`src/rtl/core/fulf_pkg.sv`:
```
// Shared constants, candidate type and compare helpers for the first unique letter finder.
`timescale 1ns / 1ps
package fulf_pkg;

  localparam int MAX_LEN       = 4096;
  localparam int ALPHABET_SIZE = 26;

  localparam int POS_W = (MAX_LEN > 2) ? $clog2(MAX_LEN) : 1;
  localparam int CNT_W = $clog2(MAX_LEN + 1);
  localparam int IDX_W = (ALPHABET_SIZE > 2) ? $clog2(ALPHABET_SIZE) : 1;

  // Reduction tree widths, four candidates per node.
  localparam int L1_N = (ALPHABET_SIZE + 3) / 4;
  localparam int L2_N = (L1_N + 3) / 4;
  localparam int L3_N = (L2_N + 3) / 4;

  localparam logic [7:0] CODE_A    = 8'd97;
  localparam logic [7:0] CODE_NONE = 8'd38;
  localparam logic [1:0] CNT_SAT   = 2'd2;
  localparam logic [1:0] CNT_ONE   = 2'd1;

  typedef struct packed {
    logic             ok;
    logic [POS_W-1:0] pos;
    logic [IDX_W-1:0] idx;
  } cand_t;

  // Left operand wins ties, so the lower letter index is kept.
  function automatic cand_t better2(input cand_t a, input cand_t b);
    if (a.ok && (!b.ok || a.pos <= b.pos)) begin
      return a;
    end
    return b;
  endfunction

  function automatic cand_t best4(input cand_t a, input cand_t b,
                                  input cand_t c, input cand_t d);
    return better2(better2(a, b), better2(c, d));
  endfunction

endpackage

```
`src/rtl/core/first_unique_letter_finder.sv`:
```
// First unique letter finder: per-letter counters and a pipelined minimum search.
//
// Input channel (in_valid/in_ready): one letter index per transaction, is_last
// on the final letter of a string. Indexes at or above the alphabet size are
// ignored. Letters beyond MAX_LEN are dropped and flag overflow.
// Output channel (out_valid/out_ready): one transaction per string, carrying
// the code of the earliest letter seen exactly once (or '&'), found, overflow.
// Throughput: one letter per cycle while in_ready is high, strings back to
// back with no gap; the per-letter count and first-position update is one
// register stage. Result path: the snapshot taken with the last letter is
// registered in s0, then passes the s1, s2 and s3 levels of a registered 4-ary
// tree doing the 26-way earliest-position search, and the output register.
// Stall: results queue in the search pipeline (up to 5 pending). in_ready
// falls only once all of those stages hold results that are not yet taken.
// Reset (rst, synchronous): clears counters, flags and pipeline valid bits.
`timescale 1ns / 1ps
module first_unique_letter_finder
  import fulf_pkg::*;
(
  input  logic       clk,
  input  logic       rst,
  input  logic       in_valid,
  output logic       in_ready,
  input  logic [4:0] letter,
  input  logic       is_last,
  output logic       out_valid,
  input  logic       out_ready,
  output logic [7:0] result_char,
  output logic       found,
  output logic       overflow
);

  // Per-string state
  logic [1:0]       cnt      [ALPHABET_SIZE];
  logic [1:0]       cnt_next [ALPHABET_SIZE];
  logic [POS_W-1:0] fpos      [ALPHABET_SIZE];
  logic [POS_W-1:0] fpos_next [ALPHABET_SIZE];
  logic [CNT_W-1:0] pos_ctr, pos_ctr_next;
  logic             ovf, ovf_next;

  // Search pipeline
  cand_t s0 [ALPHABET_SIZE];
  cand_t s1 [L1_N];
  cand_t s2 [L2_N];
  cand_t s3 [L3_N];
  cand_t p0 [L1_N*4];
  cand_t p1 [L2_N*4];
  cand_t p2 [L3_N*4];
  cand_t p3 [4];
  cand_t best;
  logic [3:0] v;
  logic [3:0] o;
  logic [4:0] rdy;

  logic             in_fire;
  logic [IDX_W-1:0] idx;
  logic             letter_ok;
  logic             full;
  logic             take;

  assign in_fire   = in_valid && in_ready;
  assign idx       = IDX_W'(letter);
  assign letter_ok = 32'(letter) < ALPHABET_SIZE;
  assign full      = pos_ctr >= CNT_W'(MAX_LEN);
  assign take      = in_fire && letter_ok && !full;

  always_comb begin
    for (int i = 0; i < ALPHABET_SIZE; i++) begin
      cnt_next[i]  = cnt[i];
      fpos_next[i] = fpos[i];
      if (take && idx == IDX_W'(i)) begin
        if (cnt[i] == 2'd0) begin
          fpos_next[i] = pos_ctr[POS_W-1:0];
        end
        if (cnt[i] < CNT_SAT) begin
          cnt_next[i] = cnt[i] + 2'd1;
        end
      end
    end
    pos_ctr_next = take ? pos_ctr + CNT_W'(1) : pos_ctr;
    ovf_next     = ovf || (in_fire && letter_ok && full);
  end

  always_ff @(posedge clk) begin
    fpos <= fpos_next;
    if (rst) begin
      for (int i = 0; i < ALPHABET_SIZE; i++) cnt[i] <= 2'd0;
      pos_ctr <= '0;
      ovf     <= 1'b0;
    end else if (in_fire && is_last) begin
      for (int i = 0; i < ALPHABET_SIZE; i++) cnt[i] <= 2'd0;
      pos_ctr <= '0;
      ovf     <= 1'b0;
    end else begin
      cnt     <= cnt_next;
      pos_ctr <= pos_ctr_next;
      ovf     <= ovf_next;
    end
  end

  // Backpressure ripples from the output register toward the input.
  always_comb begin
    rdy[4] = !out_valid || out_ready;
    rdy[3] = !v[3] || rdy[4];
    rdy[2] = !v[2] || rdy[3];
    rdy[1] = !v[1] || rdy[2];
    rdy[0] = !v[0] || rdy[1];
  end
  assign in_ready = rdy[0];

  // Pad each level to a multiple of four with empty candidates.
  genvar g;
  generate
    for (g = 0; g < L1_N*4; g++) begin : g_p0
      if (g < ALPHABET_SIZE) begin : g_real
        assign p0[g] = s0[g];
      end else begin : g_pad
        assign p0[g] = '0;
      end
    end
    for (g = 0; g < L2_N*4; g++) begin : g_p1
      if (g < L1_N) begin : g_real
        assign p1[g] = s1[g];
      end else begin : g_pad
        assign p1[g] = '0;
      end
    end
    for (g = 0; g < L3_N*4; g++) begin : g_p2
      if (g < L2_N) begin : g_real
        assign p2[g] = s2[g];
      end else begin : g_pad
        assign p2[g] = '0;
      end
    end
    for (g = 0; g < 4; g++) begin : g_p3
      if (g < L3_N) begin : g_real
        assign p3[g] = s3[g];
      end else begin : g_pad
        assign p3[g] = '0;
      end
    end
  endgenerate

  assign best = best4(p3[0], p3[1], p3[2], p3[3]);

  // Payload registers
  always_ff @(posedge clk) begin
    if (rdy[0] && in_fire && is_last) begin
      for (int i = 0; i < ALPHABET_SIZE; i++) begin
        s0[i].ok  <= cnt_next[i] == CNT_ONE;
        s0[i].pos <= fpos_next[i];
        s0[i].idx <= IDX_W'(i);
      end
      o[0] <= ovf_next;
    end
    if (rdy[1]) begin
      for (int j = 0; j < L1_N; j++) begin
        s1[j] <= best4(p0[4*j], p0[4*j+1], p0[4*j+2], p0[4*j+3]);
      end
      o[1] <= o[0];
    end
    if (rdy[2]) begin
      for (int j = 0; j < L2_N; j++) begin
        s2[j] <= best4(p1[4*j], p1[4*j+1], p1[4*j+2], p1[4*j+3]);
      end
      o[2] <= o[1];
    end
    if (rdy[3]) begin
      for (int j = 0; j < L3_N; j++) begin
        s3[j] <= best4(p2[4*j], p2[4*j+1], p2[4*j+2], p2[4*j+3]);
      end
      o[3] <= o[2];
    end
    if (rdy[4]) begin
      result_char <= best.ok ? 8'(9'(CODE_A) + 9'(best.idx)) : CODE_NONE;
      found       <= best.ok;
      overflow    <= o[3];
    end
  end

  // Valid bits
  always_ff @(posedge clk) begin
    if (rst) begin
      v         <= '0;
      out_valid <= 1'b0;
    end else begin
      if (rdy[0]) v[0] <= in_fire && is_last;
      if (rdy[1]) v[1] <= v[0];
      if (rdy[2]) v[2] <= v[1];
      if (rdy[3]) v[3] <= v[2];
      if (rdy[4]) out_valid <= v[3];
    end
  end

  a_found_code: assert property (@(posedge clk) disable iff (rst)
    out_valid && !found |-> result_char == CODE_NONE)
    else $error("no unique letter but result code is not the none code");

  a_pos_bound: assert property (@(posedge clk) disable iff (rst)
    pos_ctr <= CNT_W'(MAX_LEN))
    else $error("position counter passed the length limit");

  a_ovf_full: assert property (@(posedge clk) disable iff (rst)
    ovf |-> pos_ctr == CNT_W'(MAX_LEN))
    else $error("overflow flagged before the string filled");

  a_clear_after_last: assert property (@(posedge clk) disable iff (rst)
    in_fire && is_last |=> pos_ctr == '0 && !ovf)
    else $error("string state not cleared after last letter");

endmodule

```
`config.mk`:
```
export PLATFORM = sky130hd
export DESIGN_NAME = first_unique_letter_finder
export DESIGN_NICKNAME = d
export VERILOG_FILES = /design/src/rtl/core/fulf_pkg.sv /design/src/rtl/core/first_unique_letter_finder.sv
export SDC_FILE = /design/constraint.sdc
export NUM_CORES = 2
export LEC_CHECK = 0
export ABC_AREA = 0
export BUFFER_PORTS_ARGS = -buffer_cell sky130_fd_sc_hd__buf_2
export CAP_MARGIN = 30
export CORE_AREA = 4 4 292 294
export DETAILED_ROUTE_END_ITERATION = 8
export DIE_AREA = 0 0 296 298
export PLACE_DENSITY = 0.81
export SETUP_SLACK_MARGIN = 0.4
export SLEW_MARGIN = 20
export SYNTH_ARGS = -nofsm -noshare
export SYNTH_HDL_FRONTEND = slang
export SYNTH_SLANG_ARGS = --single-unit
```
`constraint.sdc`:
```
create_clock -name clk -period 14.34 [get_ports clk]
set_input_delay 0.717 -clock clk [delete_from_list [all_inputs] [get_ports clk]]
set_output_delay 0.717 -clock clk [all_outputs]
set_load 0.01 [all_outputs]
```
== Word level (Yosys, flattened, before mapping) ==
Memories as Yosys holds them, arrays and structs flattened.
Index checks and enable logic that the tools add are counted.

* Register bits after elaboration: 397
* Output and inout bits: 12
* Input bits: 10
* Bits in read-only memories: 0
* Memories kept: 4
* Latch bits: 0
* Logic and storage cells: 622
* Bits in writable memories: 648

{| class="wikitable"
|+ Memory list
! name !! depth !! bits a word !! rd ports !! clocked after memory_dff !! write ports !! RTL line !! text
|-
| s0 || 26 || 18 || 26 || 0 || 26 || first_unique_letter_finder.sv:42 || <nowiki>cand_t s0 [ALPHABET_SIZE];</nowiki>
|-
| s1 || 7 || 18 || 7 || 0 || 7 || first_unique_letter_finder.sv:43 || <nowiki>cand_t s1 [L1_N];</nowiki>
|-
| s2 || 2 || 18 || 2 || 0 || 2 || first_unique_letter_finder.sv:44 || <nowiki>cand_t s2 [L2_N];</nowiki>
|-
| s3 || 1 || 18 || 1 || 0 || 1 || first_unique_letter_finder.sv:45 || <nowiki>cand_t s3 [L3_N];</nowiki>
|}

* Divide/modulo/power cells: 0
* Shifts and indexed selects: 0
* Eq/ne operators: 51
* Magnitude comparators: 55
* $mul: 0
* Multiplexer cells: 264
* Reductions and logical operators: 154
* Bitwise gates (word level): 0
* Add/sub/neg operators: 28

{| class="wikitable"
|+ Operator list
! kind !! number
|-
| two-way mux 18 bit || 92
|-
| two-way mux 12 bit || 52
|-
| less-or-equal comparator 12 bit || 27
|-
| two-way mux 2 bit || 52
|-
| two-way mux 1 bit || 68
|-
| logical AND 1 bit || 60
|-
| adder 2 x 1 -> 2 bit (second input constant) || 26
|-
| == test 2 x 1 -> 1 bit (second input constant) || 26
|-
| logical NOT 2 bit || 26
|-
| less-than comparator 2 bit (second input constant) || 26
|-
| == test 5 bit (second input constant) || 10
|-
| == test 5 x 4 -> 1 bit (second input constant) || 8
|-
| logical NOT 1 bit || 33
|-
| logical OR 1 bit || 33
|-
| == test 5 x 3 -> 1 bit (second input constant) || 4
|-
| adder 13 x 1 -> 13 bit (second input constant) || 1
|-
| >= comparator 13 bit (second input constant) || 1
|-
| == test 5 x 2 -> 1 bit (second input constant) || 2
|-
| adder 7 x 5 -> 8 bit (first input constant) || 1
|-
| == test 5 x 1 -> 1 bit (second input constant) || 1
|-
| logical NOT 5 bit || 1
|-
| less-than comparator 5 bit (second input constant) || 1
|-
| OR reduction 2 bit || 1
|}

== Depth between registers and ports, before layout ==
* Depth after elaboration: 15
* Gate-level depth with buffers: 19
* Depth with buffers taken out: 16

== Worst setup path before layout ==
OpenSTA, ideal clock, no wires.

* Kind: input port to flip-flop
* Start point: in out_ready
* End point: reg o[0], enable pin
* Path slack: 5935 ps
* Required time: 13652 ps
* Setup time: 688 ps
* Arrival: 7717 ps
* Buffers on the path: 0
* Stages: 4
* Cell sequence: and3b_4 nand2_8 nand3_1 inv_1

* Cells in the longest elaborated chain, start to end: 8

{| class="wikitable"
|+ Ends and longest elaborated chain
! element !! RTL line !! text
|-
| start, declared || first_unique_letter_finder.sv:27 || <nowiki>input logic out_ready,</nowiki>
|-
| logical OR 1 bit * || first_unique_letter_finder.sv:103 || <nowiki>rdy[4] = !out_valid || out_ready;</nowiki>
|-
| logical OR 1 bit * || first_unique_letter_finder.sv:104 || <nowiki>rdy[3] = !v[3] || rdy[4];</nowiki>
|-
| logical OR 1 bit * || first_unique_letter_finder.sv:105 || <nowiki>rdy[2] = !v[2] || rdy[3];</nowiki>
|-
| logical OR 1 bit * || first_unique_letter_finder.sv:106 || <nowiki>rdy[1] = !v[1] || rdy[2];</nowiki>
|-
| logical OR 1 bit * || first_unique_letter_finder.sv:107 || <nowiki>rdy[0] = !v[0] || rdy[1];</nowiki>
|-
| via in_ready || first_unique_letter_finder.sv:23 || <nowiki>output logic in_ready,</nowiki>
|-
| logical AND 1 bit || first_unique_letter_finder.sv:61 || <nowiki>assign in_fire = in_valid && in_ready;</nowiki>
|-
| logical AND 1 bit * (2 in series) || first_unique_letter_finder.sv:148 || <nowiki>if (rdy[0] && in_fire && is_last) begin</nowiki>
|-
| end signal, assigned || first_unique_letter_finder.sv:154 || <nowiki>o[0] <= ovf_next;</nowiki>
|-
| end, declared || first_unique_letter_finder.sv:52 || <nowiki>logic [3:0] o;</nowiki>
|}

The timed path passes the listed nets; every way through them passes the cells marked *.
A chain may end at the register's enable or synchronous reset.

==> results.py <==
metrics = {
    "power": {
        "vdd_drop_max_mv": 0.0953,
        "p_total_mw": 6.57,
        "power_leakage_nw": 20.6,
        "p_per_area_nw_per_um2": 133,
    },
    "synth": {
        "muxShareOfSynthArea_pct": 11.2,
        "synth_xor_area_share_pct": 0.233,
        "synth.distinct_cells": 84,
        "yosysSeqAreaShare_pct": 50.2,
        "synthSimpleGateAreaFrac_pct": 10.6,
        "ys.flop_type": "edfxtp_1",
        "synth_edf_count": 498,
        "yosys_register_bits": 881,
        "synth_compound_area_share_pct": 12.6,
        "syn_inst": 3996,
        "synth_nets": 4358,
        "synth_top_family_by_area": "compound AO/OA/AOI/OAI gates",
        "async_flop_share_pct": 0,
        "yosys_warnings": 0,
        "yosys.area_share.adder_pct": 9.77,
        "syn_area_um2": 45100,
        "synth.avg_cell_area_um2": 11.3,
    },
    "floorplanning": {
        "die_w_um": 296,
        "dieArea_um2": 88200,
        "pin_count": 22,
        "start_util_pct": 54.4,
        "rows": 106,
        "core-area_um2": 82900,
        "die_h_um": 298,
    },
    "route": {
        "drt_wl_total_mm": 103,
        "drc": 0,
        "drt-initial-drc-count": 2781,
        "dr.pass1.iters": 6,
        "routed_via_density": 6.12,
        "num_vias": 31200,
        "wire_per_inst_um": 20.1,
        "postRouteAntennaNets": 0,
    },
    "timing": {
        "skew_ns": 0.0351,
        "timing.hold.ws_ns": 0.395,
        "setup_viol_count_final": 0,
        "tightest_slew_ns": 1.01,
        "setup_tns_ns": 0,
        "slew_viol_final": 0,
        "hold_violations": 0,
        "post-route-min-period_ns": 4.95,
        "fin_crit_sh_pct": 34.5,
        "clock.fmax_ghz": 0.202,
        "rsz0062_at_grt": "false",
        "slew_headroom_pct": 32.5,
    },
    "worst_setup_path": {
        "required_ns": 14.71,
        "r2r-end": "s1[0][16]",
        "rr_startpoint": "s0[0][70]",
        "startpoint": "s0[0][70]",
        "worstPathMaxFanout": 13,
        "rrSetupSlack_ns": 9.39,
        "ff2ff_path_depth": 15,
        "crit_arrival_ns": 5.32,
        "end_kind": "flop",
        "critPathKind": "reg -> reg",
        "crit_path_start_kind": "flop",
    },
    "final_layout": {
        "drive_above_1_share_pct": 15.0,
        "multiInputGateArea_um2": 20000,
        "ff_latch_area_um2": 22600,
        "fin_nets": 4304,
        "finalInstanceArea_um2": 49500,
        "syn2layout_area_growth_pct": 9.75,
        "fillers": 6273,
        "final_util_pct": 59.7,
    },
    "grt": {
        "track_usage_pct": 23.1,
        "grt_max_degree": 116,
        "antenna_found_initial": 2,
        "grt_pass1_wl_mm": 164,
        "grt_pass1_vias": 30100,
        "grt_overflow": 0,
    },
    "cts": {
        "worstSkewPairLatency_ns": 0.67,
        "clock-sinks": 881,
        "cts.clk_slew.worst_paths_ns": 0.06,
        "postCtsSetupBuffers": 0,
        "cts_buffer_depth": 3,
        "post_cts_resized": 0,
        "numCtsBuffers": 90,
        "clock-root-buffer": "clkbuf_16",
        "ctsHoldBuffers": 0,
        "cts_tree": "done",
        "htreeDepth": 3,
    },
    "worst_hold_path": {
        "hold_path_class": "in -> reg",
        "min_path_cells": 2,
        "min_from": "rst",
        "min_to": "v[2]",
    },
    "placed_design": {
        "dp_hpwl_mm": 69.2,
        "routabilityCongestion": 0.900,
        "portBuffers": 21,
        "dpl_cell_area_um2": 46200,
    },
    "run": {
        "drv_cap": 0,
    },
    "outcome": {
        "outcome": "complete, no violations",
    },
}
==> synth_stat cells (23+ instances only) <==
cell / count / area (um2)
nand4_1: 68 / 425
inv_1: 387 / 1450
nand2b_1: 23 / 144
o311a_1: 37 / 370
a21oi_1: 137 / 686
nor3_1: 34 / 170
mux2i_1: 120 / 1200
mux2_1: 123 / 1390
a211oi_1: 44 / 330
mux2_2: 201 / 2260
nand3_1: 122 / 611
dfxtp_1: 383 / 7670
or2_2: 94 / 588
o31ai_1: 31 / 233
clkbuf_1: 146 / 548
edfxtp_1: 498 / 15000
a311oi_1: 85 / 744
nor4_1: 37 / 231
o21ai_0: 132 / 661
nor2b_1: 31 / 194
o211a_1: 25 / 250
ha_1: 352 / 4400
a41o_1: 23 / 230
nand2_1: 246 / 923
o22ai_1: 69 / 432
buf_2: 66 / 330
o32ai_1: 81 / 709
nor2_1: 111 / 417
==> placed cells by master (no fill, tap or decap), types with 111 or more instances in the layout <==
| cell | netlist | layout |
|---|---|---|
| mux2_1 | 123 | 123 |
| mux2_2 | 201 | 201 |
| nand2_1 | 246 | 245 |
| a21oi_1 | 137 | 137 |
| dfxtp_1 | 383 | 371 |
| mux2i_1 | 120 | 120 |
| ha_1 | 352 | 352 |
| nor2_1 | 111 | 111 |
| nand3_1 | 122 | 122 |
| o21ai_0 | 132 | 125 |
| inv_1 | 387 | 386 |
| edfxtp_1 | 498 | 498 |
==> worst max-delay path by stage <==
stage,endpoint,slack [ns],depth (start not counted)
2_1_floorplan,o[0],5.93,4
3_3_place_gp,s1[0][16],9.40,16
3_5_place_dp,s1[0][16],9.32,16
4_1_cts,s1[0][16],9.29,16
5_1_grt,s1[0][16],9.06,15
6_report,s1[0][16],9.39,15
==> power breakdown <==
part	switching (mW)	leakage [nW]	internal (mW)
Clock	1.00	1.55	1.49
Combinational	0.618	11.2	0.461
Sequential	0.114	7.83	2.87
Total	1.74	20.6	4.83
==> layout make-up <==
class	instances	area share (%)
Antenna cell	1	0.00506
Clock buffer	124	5.08
Clock inverter	46	1.41
Inverter	388	2.96
Multi-Input combinational cell	2498	40.5
Sequential cell	881	45.8
Tap cell	1080	2.73
Timing Repair Buffer	83	1.57
==> cell families (layout without fill, tap and decap cells) <==
logic type | after synthesis | in the layout
compound gates | 784 | 784
xor+xnor | 12 | 12
mux | 456 | 456
buf+inv | 617 | 641
other cells | 0 | 1
fa+ha+maj | 352 | 352
flops | 881 | 881
simple gates | 894 | 894
==> state kept, by name (all words and copies together), names as in the netlist <==
| signal | count |
|---|---|
| pos_ctr | 13 |
| found | 1 |
| out_valid | 1 |
| result_char | 8 |
| s3 | 6 |
| ovf | 1 |
| s1 | 105 |
| fpos | 312 |
| o | 4 |
| overflow | 1 |
| s0 | 338 |
| v | 4 |
| s2 | 35 |
| cnt | 52 |
==> critical path, stage by stage (launching register included) <==
cell      delay [ns]
edfxtp_1        0.37
inv_1           0.07
ha_1            0.32
nand4_1         0.19
a211oi_1        0.83
buf_4           0.30
or2_2           0.29
a311oi_1        0.21
ha_1            0.33
nor2b_1         0.13
o21a_1          0.17
o21a_1          0.15
o21ai_0         0.21
a22o_1          0.53
clkinv_1        0.36
mux2i_1         0.19
==> metrics by stage <==
step / std cells / setup WS (ns)
floorplan: 3996 / 5.93
global placement: 4899 / 9.40
detailed placement: 4923 / 9.32
CTS: 5093 / 9.29
global route: 5100 / 9.06
finish: 5101 / 9.39
==> metal layers <==
layer / wire [um] / vias to the layer above / part of all wire (%) / GRT usage (%)
met4: 3390 / 0 / 3.3 / 8.28
met3: 6440 / 208 / 6.3 / 3.23
li1: - / 14800 / - / -
met1: 44100 / 15200 / 43 / 31.4
met2: 48800 / 1037 / 47 / 38.0
met5: 0 / - / 0 / 0
Note: power is estimated with default switching activity, not from simulation.
